`config.mk`:
```
export PLATFORM = sky130hd
export DESIGN_NAME = positional_list_engine
export DESIGN_NICKNAME = d
export VERILOG_FILES = /design/src/rtl/core/ple_pkg.sv /design/src/rtl/core/ple_store.sv /design/src/rtl/core/ple_ctrl.sv /design/src/rtl/core/positional_list_engine.sv
export SDC_FILE = /design/constraint.sdc
export NUM_CORES = 2
export LEC_CHECK = 0
export ABC_AREA = 1
export BUFFER_PORTS_ARGS = -buffer_cell sky130_fd_sc_hd__buf_2
export CAP_MARGIN = 0
export CORE_AREA = 2 2 416 418
export DETAILED_ROUTE_END_ITERATION = 8
export DIE_AREA = 0 0 418 420
export GPL_TIMING_DRIVEN = 0
export PLACE_DENSITY_LB_ADDON = 0.05
export SYNTH_ARGS = -nofsm -noshare
export SYNTH_HDL_FRONTEND = slang
export SYNTH_SLANG_ARGS = --single-unit
```
`constraint.sdc`:
```
create_clock -name clk -period 6.6 [get_ports clk]
set_input_delay 1.32 -clock clk [delete_from_list [all_inputs] [get_ports clk]]
set_output_delay 1.32 -clock clk [all_outputs]
set_load 0.005 [all_outputs]
```
`src/rtl/core/ple_pkg.sv`:
```
// shared types and constants for the positional list engine
package ple_pkg;

  // action codes
  localparam logic [2:0] ACT_PUSH     = 3'd0;
  localparam logic [2:0] ACT_POP      = 3'd1;
  localparam logic [2:0] ACT_INSERT   = 3'd2;
  localparam logic [2:0] ACT_DELETE   = 3'd3;
  localparam logic [2:0] ACT_RETRIEVE = 3'd4;
  localparam logic [2:0] ACT_REPLACE  = 3'd5;
  localparam logic [2:0] ACT_CLEAR    = 3'd6;
  localparam logic [2:0] ACT_TRAVERSE = 3'd7;

  // position code meaning append on insert
  localparam logic [6:0] POS_APPEND = 7'h7F;

  // read value returned by pop on an empty list
  localparam logic [15:0] ERR_WORD = 16'hFC19;

  // most results a traverse streams
  localparam int OUT_LIMIT = 32;

  // result status codes
  typedef enum logic [1:0] {
    ST_OK    = 2'd0,
    ST_FULL  = 2'd1,
    ST_EMPTY = 2'd2,
    ST_RANGE = 2'd3
  } status_t;

  // one result item
  typedef struct packed {
    logic signed [15:0] read_first;
    logic signed [15:0] read_second;
    status_t            status;
    logic [5:0]         count;
    logic               is_empty;
    logic               last;
  } res_t;

endpackage

```
`src/rtl/core/ple_store.sv`:
```
// entry store: one write port and one registered read port
module ple_store #(
  parameter int CAPACITY = 32,
  localparam int AW = $clog2(CAPACITY)
) (
  input  logic          clk,
  input  logic          wr_en,
  input  logic [AW-1:0] wr_addr,
  input  logic [31:0]   wr_data,
  input  logic          rd_en,
  input  logic [AW-1:0] rd_addr,
  output logic [31:0]   rd_data
);

  logic [31:0] mem [CAPACITY];

  // write port
  always_ff @(posedge clk) begin
    if (wr_en) begin
      mem[wr_addr] <= wr_data;
    end
  end

  // registered read, holds until the next read
  always_ff @(posedge clk) begin
    if (rd_en) begin
      rd_data <= mem[rd_addr];
    end
  end

endmodule

```
`src/rtl/core/ple_ctrl.sv`:
```
// sequencer: decodes one action and walks the store one entry move at a time
module ple_ctrl #(
  parameter int CAPACITY = 32,
  localparam int AW = $clog2(CAPACITY),
  localparam int CW = $clog2(CAPACITY + 1)
) (
  input  logic                clk,
  input  logic                rst,
  input  logic                in_valid,
  output logic                in_ready,
  input  logic [2:0]          action,
  input  logic signed [6:0]   position,
  input  logic signed [15:0]  entry_first,
  input  logic signed [15:0]  entry_second,
  input  logic                res_ready,
  output logic                res_push,
  output ple_pkg::res_t       res,
  output logic                wr_en,
  output logic [AW-1:0]       wr_addr,
  output logic [31:0]         wr_data,
  output logic                rd_en,
  output logic [AW-1:0]       rd_addr,
  input  logic [31:0]         rd_data
);

  localparam int CMPW = (CW > 6) ? CW : 6;

  typedef enum logic [8:0] {
    S_IDLE  = 9'b000000001,
    S_SHR   = 9'b000000010,
    S_SHW   = 9'b000000100,
    S_GET   = 9'b000001000,
    S_SHL   = 9'b000010000,
    S_SHLW  = 9'b000100000,
    S_TRD   = 9'b001000000,
    S_TEMIT = 9'b010000000,
    S_RES   = 9'b100000000
  } state_t;

  state_t            state, state_next;
  logic [CW-1:0]     cnt, cnt_next;
  logic [CW-1:0]     idx, idx_next;
  logic [CW-1:0]     pidx, pidx_next;
  logic [2:0]        op, op_next;
  logic [31:0]       ent, ent_next;
  logic [5:0]        lim, lim_next;
  logic [15:0]       rf, rf_next;
  logic [15:0]       rs, rs_next;
  ple_pkg::status_t  code, code_next;
  logic              rlast, rlast_next;

  logic              accept;
  logic              pos_neg;
  logic [CMPW-1:0]   pos_ext;
  logic [CMPW-1:0]   cnt_ext;
  logic [CMPW-1:0]   idx_inc;
  logic              full;

  assign in_ready = (state == S_IDLE);
  assign accept   = in_valid && in_ready;
  assign pos_neg  = position[6];
  assign pos_ext  = CMPW'(position[5:0]);
  assign cnt_ext  = CMPW'(cnt);
  assign idx_inc  = CMPW'(idx) + CMPW'(1);
  assign full     = (cnt == CW'(CAPACITY));

  // result seen by the output register, count taken after the operation
  always_comb begin
    res.read_first  = rf;
    res.read_second = rs;
    res.status      = code;
    res.count       = cnt_ext[5:0];
    res.is_empty    = (cnt == '0);
    res.last        = rlast;
  end

  // next-state logic and store port control
  always_comb begin
    state_next = state;
    cnt_next   = cnt;
    idx_next   = idx;
    pidx_next  = pidx;
    op_next    = op;
    ent_next   = ent;
    lim_next   = lim;
    rf_next    = rf;
    rs_next    = rs;
    code_next  = code;
    rlast_next = rlast;
    res_push   = 1'b0;
    wr_en      = 1'b0;
    wr_addr    = idx[AW-1:0];
    wr_data    = ent;
    rd_en      = 1'b0;
    rd_addr    = idx[AW-1:0];

    case (state)
      S_IDLE: begin
        if (accept) begin
          op_next    = action;
          ent_next   = {entry_first, entry_second};
          rf_next    = '0;
          rs_next    = '0;
          code_next  = ple_pkg::ST_OK;
          rlast_next = 1'b1;
          idx_next   = cnt;
          pidx_next  = pos_ext[CW-1:0];
          state_next = S_RES;
          case (action)
            ple_pkg::ACT_PUSH, ple_pkg::ACT_INSERT: begin
              if (full) begin
                code_next = ple_pkg::ST_FULL;
              end else if (action == ple_pkg::ACT_PUSH || position == ple_pkg::POS_APPEND) begin
                pidx_next  = cnt;
                state_next = S_SHR;
              end else if (pos_neg || pos_ext > cnt_ext) begin
                code_next = ple_pkg::ST_RANGE;
              end else begin
                state_next = S_SHR;
              end
            end
            ple_pkg::ACT_POP: begin
              if (cnt == '0) begin
                rf_next   = ple_pkg::ERR_WORD;
                rs_next   = ple_pkg::ERR_WORD;
                code_next = ple_pkg::ST_EMPTY;
              end else begin
                pidx_next  = cnt - CW'(1);
                rd_en      = 1'b1;
                rd_addr    = pidx_next[AW-1:0];
                state_next = S_GET;
              end
            end
            ple_pkg::ACT_DELETE, ple_pkg::ACT_RETRIEVE, ple_pkg::ACT_REPLACE: begin
              if (cnt == '0) begin
                code_next = ple_pkg::ST_EMPTY;
              end else if (pos_neg || pos_ext >= cnt_ext) begin
                code_next = ple_pkg::ST_RANGE;
              end else if (action == ple_pkg::ACT_REPLACE) begin
                wr_en   = 1'b1;
                wr_addr = pos_ext[AW-1:0];
                wr_data = {entry_first, entry_second};
              end else begin
                rd_en      = 1'b1;
                rd_addr    = pos_ext[AW-1:0];
                state_next = S_GET;
              end
            end
            ple_pkg::ACT_CLEAR: begin
              cnt_next = '0;
            end
            default: begin
              // traverse
              if (cnt == '0) begin
                code_next = ple_pkg::ST_EMPTY;
              end else begin
                idx_next   = '0;
                lim_next   = (cnt_ext >= CMPW'(ple_pkg::OUT_LIMIT)) ?
                             6'(ple_pkg::OUT_LIMIT) : cnt_ext[5:0];
                state_next = S_TRD;
              end
            end
          endcase
        end
      end

      // open a gap: move entries up from the tail down to the target
      S_SHR: begin
        if (idx == pidx) begin
          wr_en      = 1'b1;
          wr_addr    = pidx[AW-1:0];
          cnt_next   = cnt + CW'(1);
          state_next = S_RES;
        end else begin
          rd_en      = 1'b1;
          rd_addr    = AW'(idx - CW'(1));
          state_next = S_SHW;
        end
      end

      S_SHW: begin
        wr_en      = 1'b1;
        wr_data    = rd_data;
        idx_next   = idx - CW'(1);
        state_next = S_SHR;
      end

      // target entry is back from the store
      S_GET: begin
        rf_next = rd_data[31:16];
        rs_next = rd_data[15:0];
        if (op == ple_pkg::ACT_RETRIEVE) begin
          state_next = S_RES;
        end else begin
          idx_next   = pidx;
          state_next = S_SHL;
        end
      end

      // close the gap: move later entries down one place
      S_SHL: begin
        if (idx_inc >= cnt_ext) begin
          cnt_next   = cnt - CW'(1);
          state_next = S_RES;
        end else begin
          rd_en      = 1'b1;
          rd_addr    = idx_inc[AW-1:0];
          state_next = S_SHLW;
        end
      end

      S_SHLW: begin
        wr_en      = 1'b1;
        wr_data    = rd_data;
        idx_next   = idx + CW'(1);
        state_next = S_SHL;
      end

      // traverse: fetch one entry
      S_TRD: begin
        rd_en      = 1'b1;
        state_next = S_TEMIT;
      end

      S_TEMIT: begin
        rf_next    = rd_data[31:16];
        rs_next    = rd_data[15:0];
        rlast_next = (idx_inc == CMPW'(lim));
        state_next = S_RES;
      end

      // hand the result to the output register
      S_RES: begin
        if (res_ready) begin
          res_push = 1'b1;
          if (rlast) begin
            state_next = S_IDLE;
          end else begin
            idx_next   = idx + CW'(1);
            state_next = S_TRD;
          end
        end
      end

      default: begin
        state_next = S_IDLE;
      end
    endcase
  end

  // control registers
  always_ff @(posedge clk) begin
    if (rst) begin
      state <= S_IDLE;
      cnt   <= '0;
    end else begin
      state <= state_next;
      cnt   <= cnt_next;
    end
  end

  // working registers
  always_ff @(posedge clk) begin
    idx   <= idx_next;
    pidx  <= pidx_next;
    op    <= op_next;
    ent   <= ent_next;
    lim   <= lim_next;
    rf    <= rf_next;
    rs    <= rs_next;
    code  <= code_next;
    rlast <= rlast_next;
  end

endmodule

```
`src/rtl/core/positional_list_engine.sv`:
```
// Positional list engine: an ordered list of up to CAPACITY signed 16-bit pairs with push,
// pop, insert, delete, retrieve, replace, clear and traverse. One action is taken at a time
// (in_stall is high while an action is in progress). Entries live in a single-port-write,
// registered-read memory, so insert and delete move one entry at a time, with a read and then
// a write for each entry moved. Traverse streams min(count,32) results, each read from the
// store and then handed to the output register; the final one carries last. Results pass
// through an output register, so the engine can finish the next result while one waits.
module positional_list_engine #(
  parameter int CAPACITY = 32
) (
  input  logic               clk,
  input  logic               rst,
  input  logic               in_valid,
  output logic               in_stall,
  input  logic [2:0]         action,
  input  logic signed [6:0]  position,
  input  logic signed [15:0] entry_first,
  input  logic signed [15:0] entry_second,
  output logic               out_valid,
  input  logic               out_stall,
  output logic signed [15:0] read_first,
  output logic signed [15:0] read_second,
  output logic [1:0]         status,
  output logic [5:0]         count,
  output logic               is_empty,
  output logic               last
);

  localparam int AW = $clog2(CAPACITY);

  logic           in_ready;
  logic           res_ready;
  logic           res_push;
  ple_pkg::res_t  res;
  ple_pkg::res_t  out_q;
  logic           wr_en;
  logic [AW-1:0]  wr_addr;
  logic [31:0]    wr_data;
  logic           rd_en;
  logic [AW-1:0]  rd_addr;
  logic [31:0]    rd_data;

  assign in_stall  = !in_ready;
  assign res_ready = !out_valid || !out_stall;

  ple_ctrl #(.CAPACITY(CAPACITY)) u_ctrl (
    .clk          (clk),
    .rst          (rst),
    .in_valid     (in_valid),
    .in_ready     (in_ready),
    .action       (action),
    .position     (position),
    .entry_first  (entry_first),
    .entry_second (entry_second),
    .res_ready    (res_ready),
    .res_push     (res_push),
    .res          (res),
    .wr_en        (wr_en),
    .wr_addr      (wr_addr),
    .wr_data      (wr_data),
    .rd_en        (rd_en),
    .rd_addr      (rd_addr),
    .rd_data      (rd_data)
  );

  ple_store #(.CAPACITY(CAPACITY)) u_store (
    .clk     (clk),
    .wr_en   (wr_en),
    .wr_addr (wr_addr),
    .wr_data (wr_data),
    .rd_en   (rd_en),
    .rd_addr (rd_addr),
    .rd_data (rd_data)
  );

  // output register valid
  always_ff @(posedge clk) begin
    if (rst) begin
      out_valid <= 1'b0;
    end else if (res_push) begin
      out_valid <= 1'b1;
    end else if (!out_stall) begin
      out_valid <= 1'b0;
    end
  end

  // output register payload
  always_ff @(posedge clk) begin
    if (res_push) begin
      out_q <= res;
    end
  end

  assign read_first  = out_q.read_first;
  assign read_second = out_q.read_second;
  assign status      = out_q.status;
  assign count       = out_q.count;
  assign is_empty    = out_q.is_empty;
  assign last        = out_q.last;

  // empty flag agrees with the count
  a_empty_count: assert property (@(posedge clk) disable iff (rst)
    out_valid |-> (is_empty == (count == 6'd0)))
    else $error("is_empty disagrees with count");

  // failed requests end the run at once
  a_fail_last: assert property (@(posedge clk) disable iff (rst)
    (out_valid && status != ple_pkg::ST_OK) |-> last)
    else $error("error result without last");

  // full status only when the list holds CAPACITY entries
  a_full_count: assert property (@(posedge clk) disable iff (rst)
    (out_valid && status == ple_pkg::ST_FULL) |-> (count == 6'(CAPACITY)))
    else $error("full status with list not full");

  // no new transfer is taken while a result is still being produced
  a_busy: assert property (@(posedge clk) disable iff (rst)
    (in_valid && !in_stall) |=> in_stall)
    else $error("input taken while busy");

endmodule
```
---- Word-level counts from Yosys, hierarchy flattened ----
Memories as Yosys holds them, arrays and structs flattened. A register that Yosys moved wholly into a read port is not among the register bits.
Index checks and enable logic that the tools add are counted.
storage, ports and cells
  register bits ........................... 146
  ROM bits ................................ 0
  input port bits ......................... 46
  output and inout port bits .............. 44
  bits in writable memories ............... 1024
  memories kept ........................... 1
  latch bits .............................. 0
memory list
  memory       depth  bits a word  rd ports  clocked after memory_dff  wr ports  line             RTL
  u_store.mem  32     32           1         1                         1         ple_store.sv:15  logic [31:0] mem [CAPACITY];
operators by class
  $add $sub $neg .......................... 4
  eq/ne operators ......................... 28
  bitwise logic cells ..................... 2
  div/mod/pow operators ................... 0
  multipliers ............................. 0
  reduce and logical (&&, ||, !) cells .... 26
  magnitude comparators ................... 4
  muxes and demuxes ....................... 90
  shift-type cells ........................ 0
operators by type and width
  kind                 number
  $mux 32              5
  $mux 9               13
  $pmux 9 s9           1
  $mux 6               13
  $mux 5               13
  $pmux 16 s2          2
  $pmux 32 s2          1
  $mux 16              3
  $pmux 9 s4           1
  $pmux 6 s5           1
  $mux 1               20
  $pmux 5 s2           2
  $pmux 6 s3           1
  $pmux 5 s3           1
  $add 6x1->6 const B  2
  $eq 3x3->1 const B   4
  $eq 6x6->1           2
  $ge 6x6->1           2
  $mux 2               6
  $pmux 6 s2           1
  $sub 6x1->6 const B  2
  $ne 2x1->1 const B   5
  $reduce_and 5->1     2
  $eq 9x1->1 const B   1
  other kinds (34)     50

---- Depth between registers and ports, before layout ----
  word-level depth ........................ 9
  depth in mapped cells ................... 28

---- Cells and area by module ----
A second synthesis with hierarchy kept.
unflattened totals
  cells, all modules ...................... 4321
  area, all modules ....................... 50211.9 sq um
modules (own cells, without submodules)
  module                  area an instance (sq um)  instances  cells each
  ple_store               42726.0                   1          3536
  ple_ctrl                6182.2                    1          738
  positional_list_engine  1303.8                    1          47

---- Least setup slack after synthesis ----
No wires, ideal clock.
  kind .................................... input-to-reg
  from .................................... input port in_valid
  to ...................................... memory u_store.mem[17][0] (enable)
  path buffers ............................ 1
  required time ........................... 6179 ps
  path slack .............................. 1555 ps
  cell stages on the path ................. 11
  arrival ................................. 4624 ps
  cell sequence ........................... inv_1 nor2_4 inv_1 nor3_1 buf_2 nor2_1 a21oi_1 inv_1 nor2_1 nand2_1 nor2_1
on the way
  cells in the longest elaborated chain, start to end .. 5
RTL lines
  what                          line                          RTL
  start, declared               positional_list_engine.sv:13  input logic in_valid,
  $logic_and 1x1->1 *           ple_ctrl.sv:60                assign accept = in_valid && in_ready;
  $mux 1                        ple_ctrl.sv:99                if (accept) begin
  $pmux 1 s3                    ple_ctrl.sv:97                case (state)
  $mux 1                        ple_store.sv:19               if (wr_en) begin
  $mux 1 (not written as such)  ple_store.sv:20               mem[wr_addr] <= wr_data;
  end, declared                 ple_store.sv:15
Mark *: on every way between the ends. The rest lies on a longest branch, timed or not.

---- Final worst setup path ----
  from .................................... register u_ctrl.idx[0]
  to ...................................... register u_store.rd_data[17], read port of u_store.mem, data pin
on the way
  cells in the longest elaborated chain, start to end .. 6
RTL lines
  what                                                 line             RTL
  start, declared                                      ple_ctrl.sv:42   logic [CW-1:0] idx, idx_next;
  start signal, assigned                               ple_ctrl.sv:264  idx <= idx_next;
  branches (longest 6 deep; another with $add 6x1->6)  -
  end, declared                                        ple_store.sv:12  output logic [31:0] rd_data
Several ways; the timed one is not identified.
A chain may end at the register's enable or synchronous reset.

==> flow_metrics.tcl <==
set metrics [dict create \
    status "completed" \
    dieArea_um2 176000 \
    die_w_um 418 \
    post-cts-setup-buffers 0 \
    fmax_mhz 172 \
    routed_wl_um 191000 \
    synth-seq-cells 1202 \
    clock_sinks 1202 \
    routedWlPerCell_um 25.1 \
    first_pass_iters 5 \
    tightest_slew_ns 1.30 \
    area_growth_pct 18.4 \
    avgSynthCellArea_um2 10.7 \
    synth_cells 4941 \
    cts_tree "yes" \
    async_flop_share 0 \
    mostFrequentLayoutCell "nand2_1" \
    fin_skew_ns 0.0216 \
    cts.hold.buffers_added 0 \
    numCtsBuffers 143 \
    dp_hpwl_um 139000 \
    vias_per_cell 4.75 \
    portBuffers 89 \
    ff2ff_setup_slack_ns 0.80 \
    root_buffer "clkbuf_16" \
    hold_path_class "reg2reg" \
    drtIter0Drc 3423 \
    clk_pin_slew_ns 0.06 \
    min-delay-start "u_ctrl.rf[15]$_DFFE_PP_" \
    period_share 0.879 \
    placed_cells 7346 \
    synth_top_area_share 0.676 \
    arrival_ns 6.29 \
    worstReg2RegStart "u_ctrl.idx[0]$_DFFE_PP_" \
    slew_headroom 0.130 \
    grt_pass1_vias 35000 \
    antenna_found_initial 18 \
    grt_pass1_wl_um 266000 \
    worstSetupPathType "reg2reg" \
    place_area_um2 58000 \
    crit_fanout 10 \
    grt.overflow.total 0 \
    pin_count 90 \
    final_layout_size_suffix_gt1_frac 0.131 \
    hold_path_end "read_first[15]$_DFFE_PP_" \
    coreArea_um2 171000 \
    setup_viol 0 \
    clock_path_buffers 3 \
    cp-end-kind "flip-flop" \
    htreeDepth 4 \
    hold_path_depth 0 \
    rr_endpoint "u_store.rd_data[17]$_DFFE_PP_" \
    synth_area_leaders "edfxtp_1 (68%), nand2_1 (11%), nand3_1 (8.8%), inv_1 (4.1%), buf_2 (1.7%)" \
    track_usage 0.216 \
    placementRows 152 \
    post-route-min-period_ns 5.80 \
    synth_edf_count 1186 \
    grt_max_degree 35 \
    drv_cap 0 \
    die_h_um 420 \
    synth.net_count 5003 \
    finalNonFillerCells 7611 \
    final_max_slew_viol_count 0 \
    synth.distinct_cells 49 \
    gp_congestion 0.875 \
    ant_nets 0 \
    clk_latency_ns 0.79 \
    yosysWarnings 0 \
    final_cell_mix "nand2_1 (1536), edfxtp_1 (1186), nand3_1 (923)" \
    nets 5320 \
    grt_setup_unrepaired "no" \
    cts_resized 0 \
    design_area_um2 62400 \
    crit_required_ns 7.08 \
    yosysSeqAreaShare 0.682 \
    vias 36200 \
    synth_top_area_cell "edfxtp_1" \
    setup_tns_ns 0 \
    start_util 0.308 \
    drc 0 \
    r2r_cells 25 \
    synth_area_um2 52700 \
    cp-start-kind "flip-flop" \
    hold_violations 0 \
    ys.flop_type "edfxtp_1" \
]
## worst max-delay path by stage
| stage | start | to | slack (ns) | depth (start not counted) |
|---|---|---|---|---|
| 6_report | u_ctrl.idx[0]$_DFFE_PP_ | u_store.rd_data[17]$_DFFE_PP_ | 0.80 | 25 |
| 4_1_cts | u_ctrl.idx[0]$_DFFE_PP_ | u_store.rd_data[17]$_DFFE_PP_ | 0.93 | 25 |
| 3_3_place_gp | position[3] | u_store.mem[7][14]$_DFFE_PP_ | -4.36 | 13 |
| 5_1_grt | u_ctrl.idx[0]$_DFFE_PP_ | u_store.rd_data[17]$_DFFE_PP_ | 0.65 | 25 |
| 2_1_floorplan | in_valid | u_store.mem[17][0]$_DFFE_PP_ | 1.56 | 11 |
| 3_5_place_dp | position[3] | u_store.mem[7][12]$_DFFE_PP_ | 0.63 | 14 |
## area by class of cell
type                    count  area [um2]
well taps                2233        2790
flip-flops and latches   1202       35900
inverters                 585        2200
plain buffers             273        1520
fillers                 17000      109000
multi-input cells        2881       13600
clock buffers             185        3800
clock inverters            70         519
diodes                     10        25.0
repair buffers            172        1990
## metrics by stage
step | worst slack [ns] | util | hold slack [ns]
final | 0.797 | 0.365 | 0.414
after global routing | 0.647 | 0.365 | 0.424
after CTS | 0.928 | 0.365 | 0.415
after detailed placement | 0.627 | 0.339 | 0.405
after global placement | -4.36 | 0.327 | 0.407
after floorplan | 1.56 | - | 0.400
## sequential cells by signal (all words and copies together), names as in the netlist, 9 cells and up
signal,count
u_ctrl.ent,32
u_store.mem,1024
u_ctrl.rf,16
u_ctrl.rs,16
read_second,16
read_first,16
u_ctrl.state,9
u_store.rd_data,32
## cells by family after synthesis
family,share of synthesized area
fa+ha+maj,0.00380
flops,0.682
buf+inv,0.0707
simple gates,0.222
compound gates,0.0181
xor+xnor,0.00283
## worst max-delay path: stages, from the launching register on
cell	delay (ns)
edfxtp_1	0.40
buf_2	0.29
inv_1	0.08
buf_2	0.20
o31ai_1	0.31
nand2_1	0.18
inv_1	0.16
ha_1	0.26
nand2_1	0.07
inv_1	0.03
o21ai_0	0.14
nand4_1	0.16
nor2_2	0.29
inv_1	0.18
a21oi_1	0.22
a21oi_2	0.11
nand2_4	0.30
buf_6	0.32
buf_2	0.38
nand2_1	0.09
nand3_1	0.09
nand3_1	0.23
nand3_1	0.27
nand2_1	0.09
nand2_1	0.39
nand2_1	0.23
## layer usage
metal  track usage  vias to the layer above  routed length (um)
met5             0                        -                   0
met4        0.0746                        0                6340
met3        0.0288                      244                9510
met2         0.342                      979               86200
met1         0.305                    17700               89000
li1              -                    17300                   -
## synth_stat cells (8+ instances only)
library cell	count
a21oi_1	32
a22oi_1	29
buf_1	12
buf_2	177
buf_4	36
buf_6	19
clkbuf_1	29
dfxtp_1	16
edfxtp_1	1186
ha_1	16
inv_1	569
inv_2	14
nand2_1	1536
nand3_1	924
nand3b_1	64
nand4_1	8
nor2_1	113
nor2_2	8
nor3_1	10
o211ai_1	8
o21ai_0	56
xor2_1	10
Power is not shown: default switching activity piles up to over one toggle a cycle in this logic, so the estimate is an artifact.
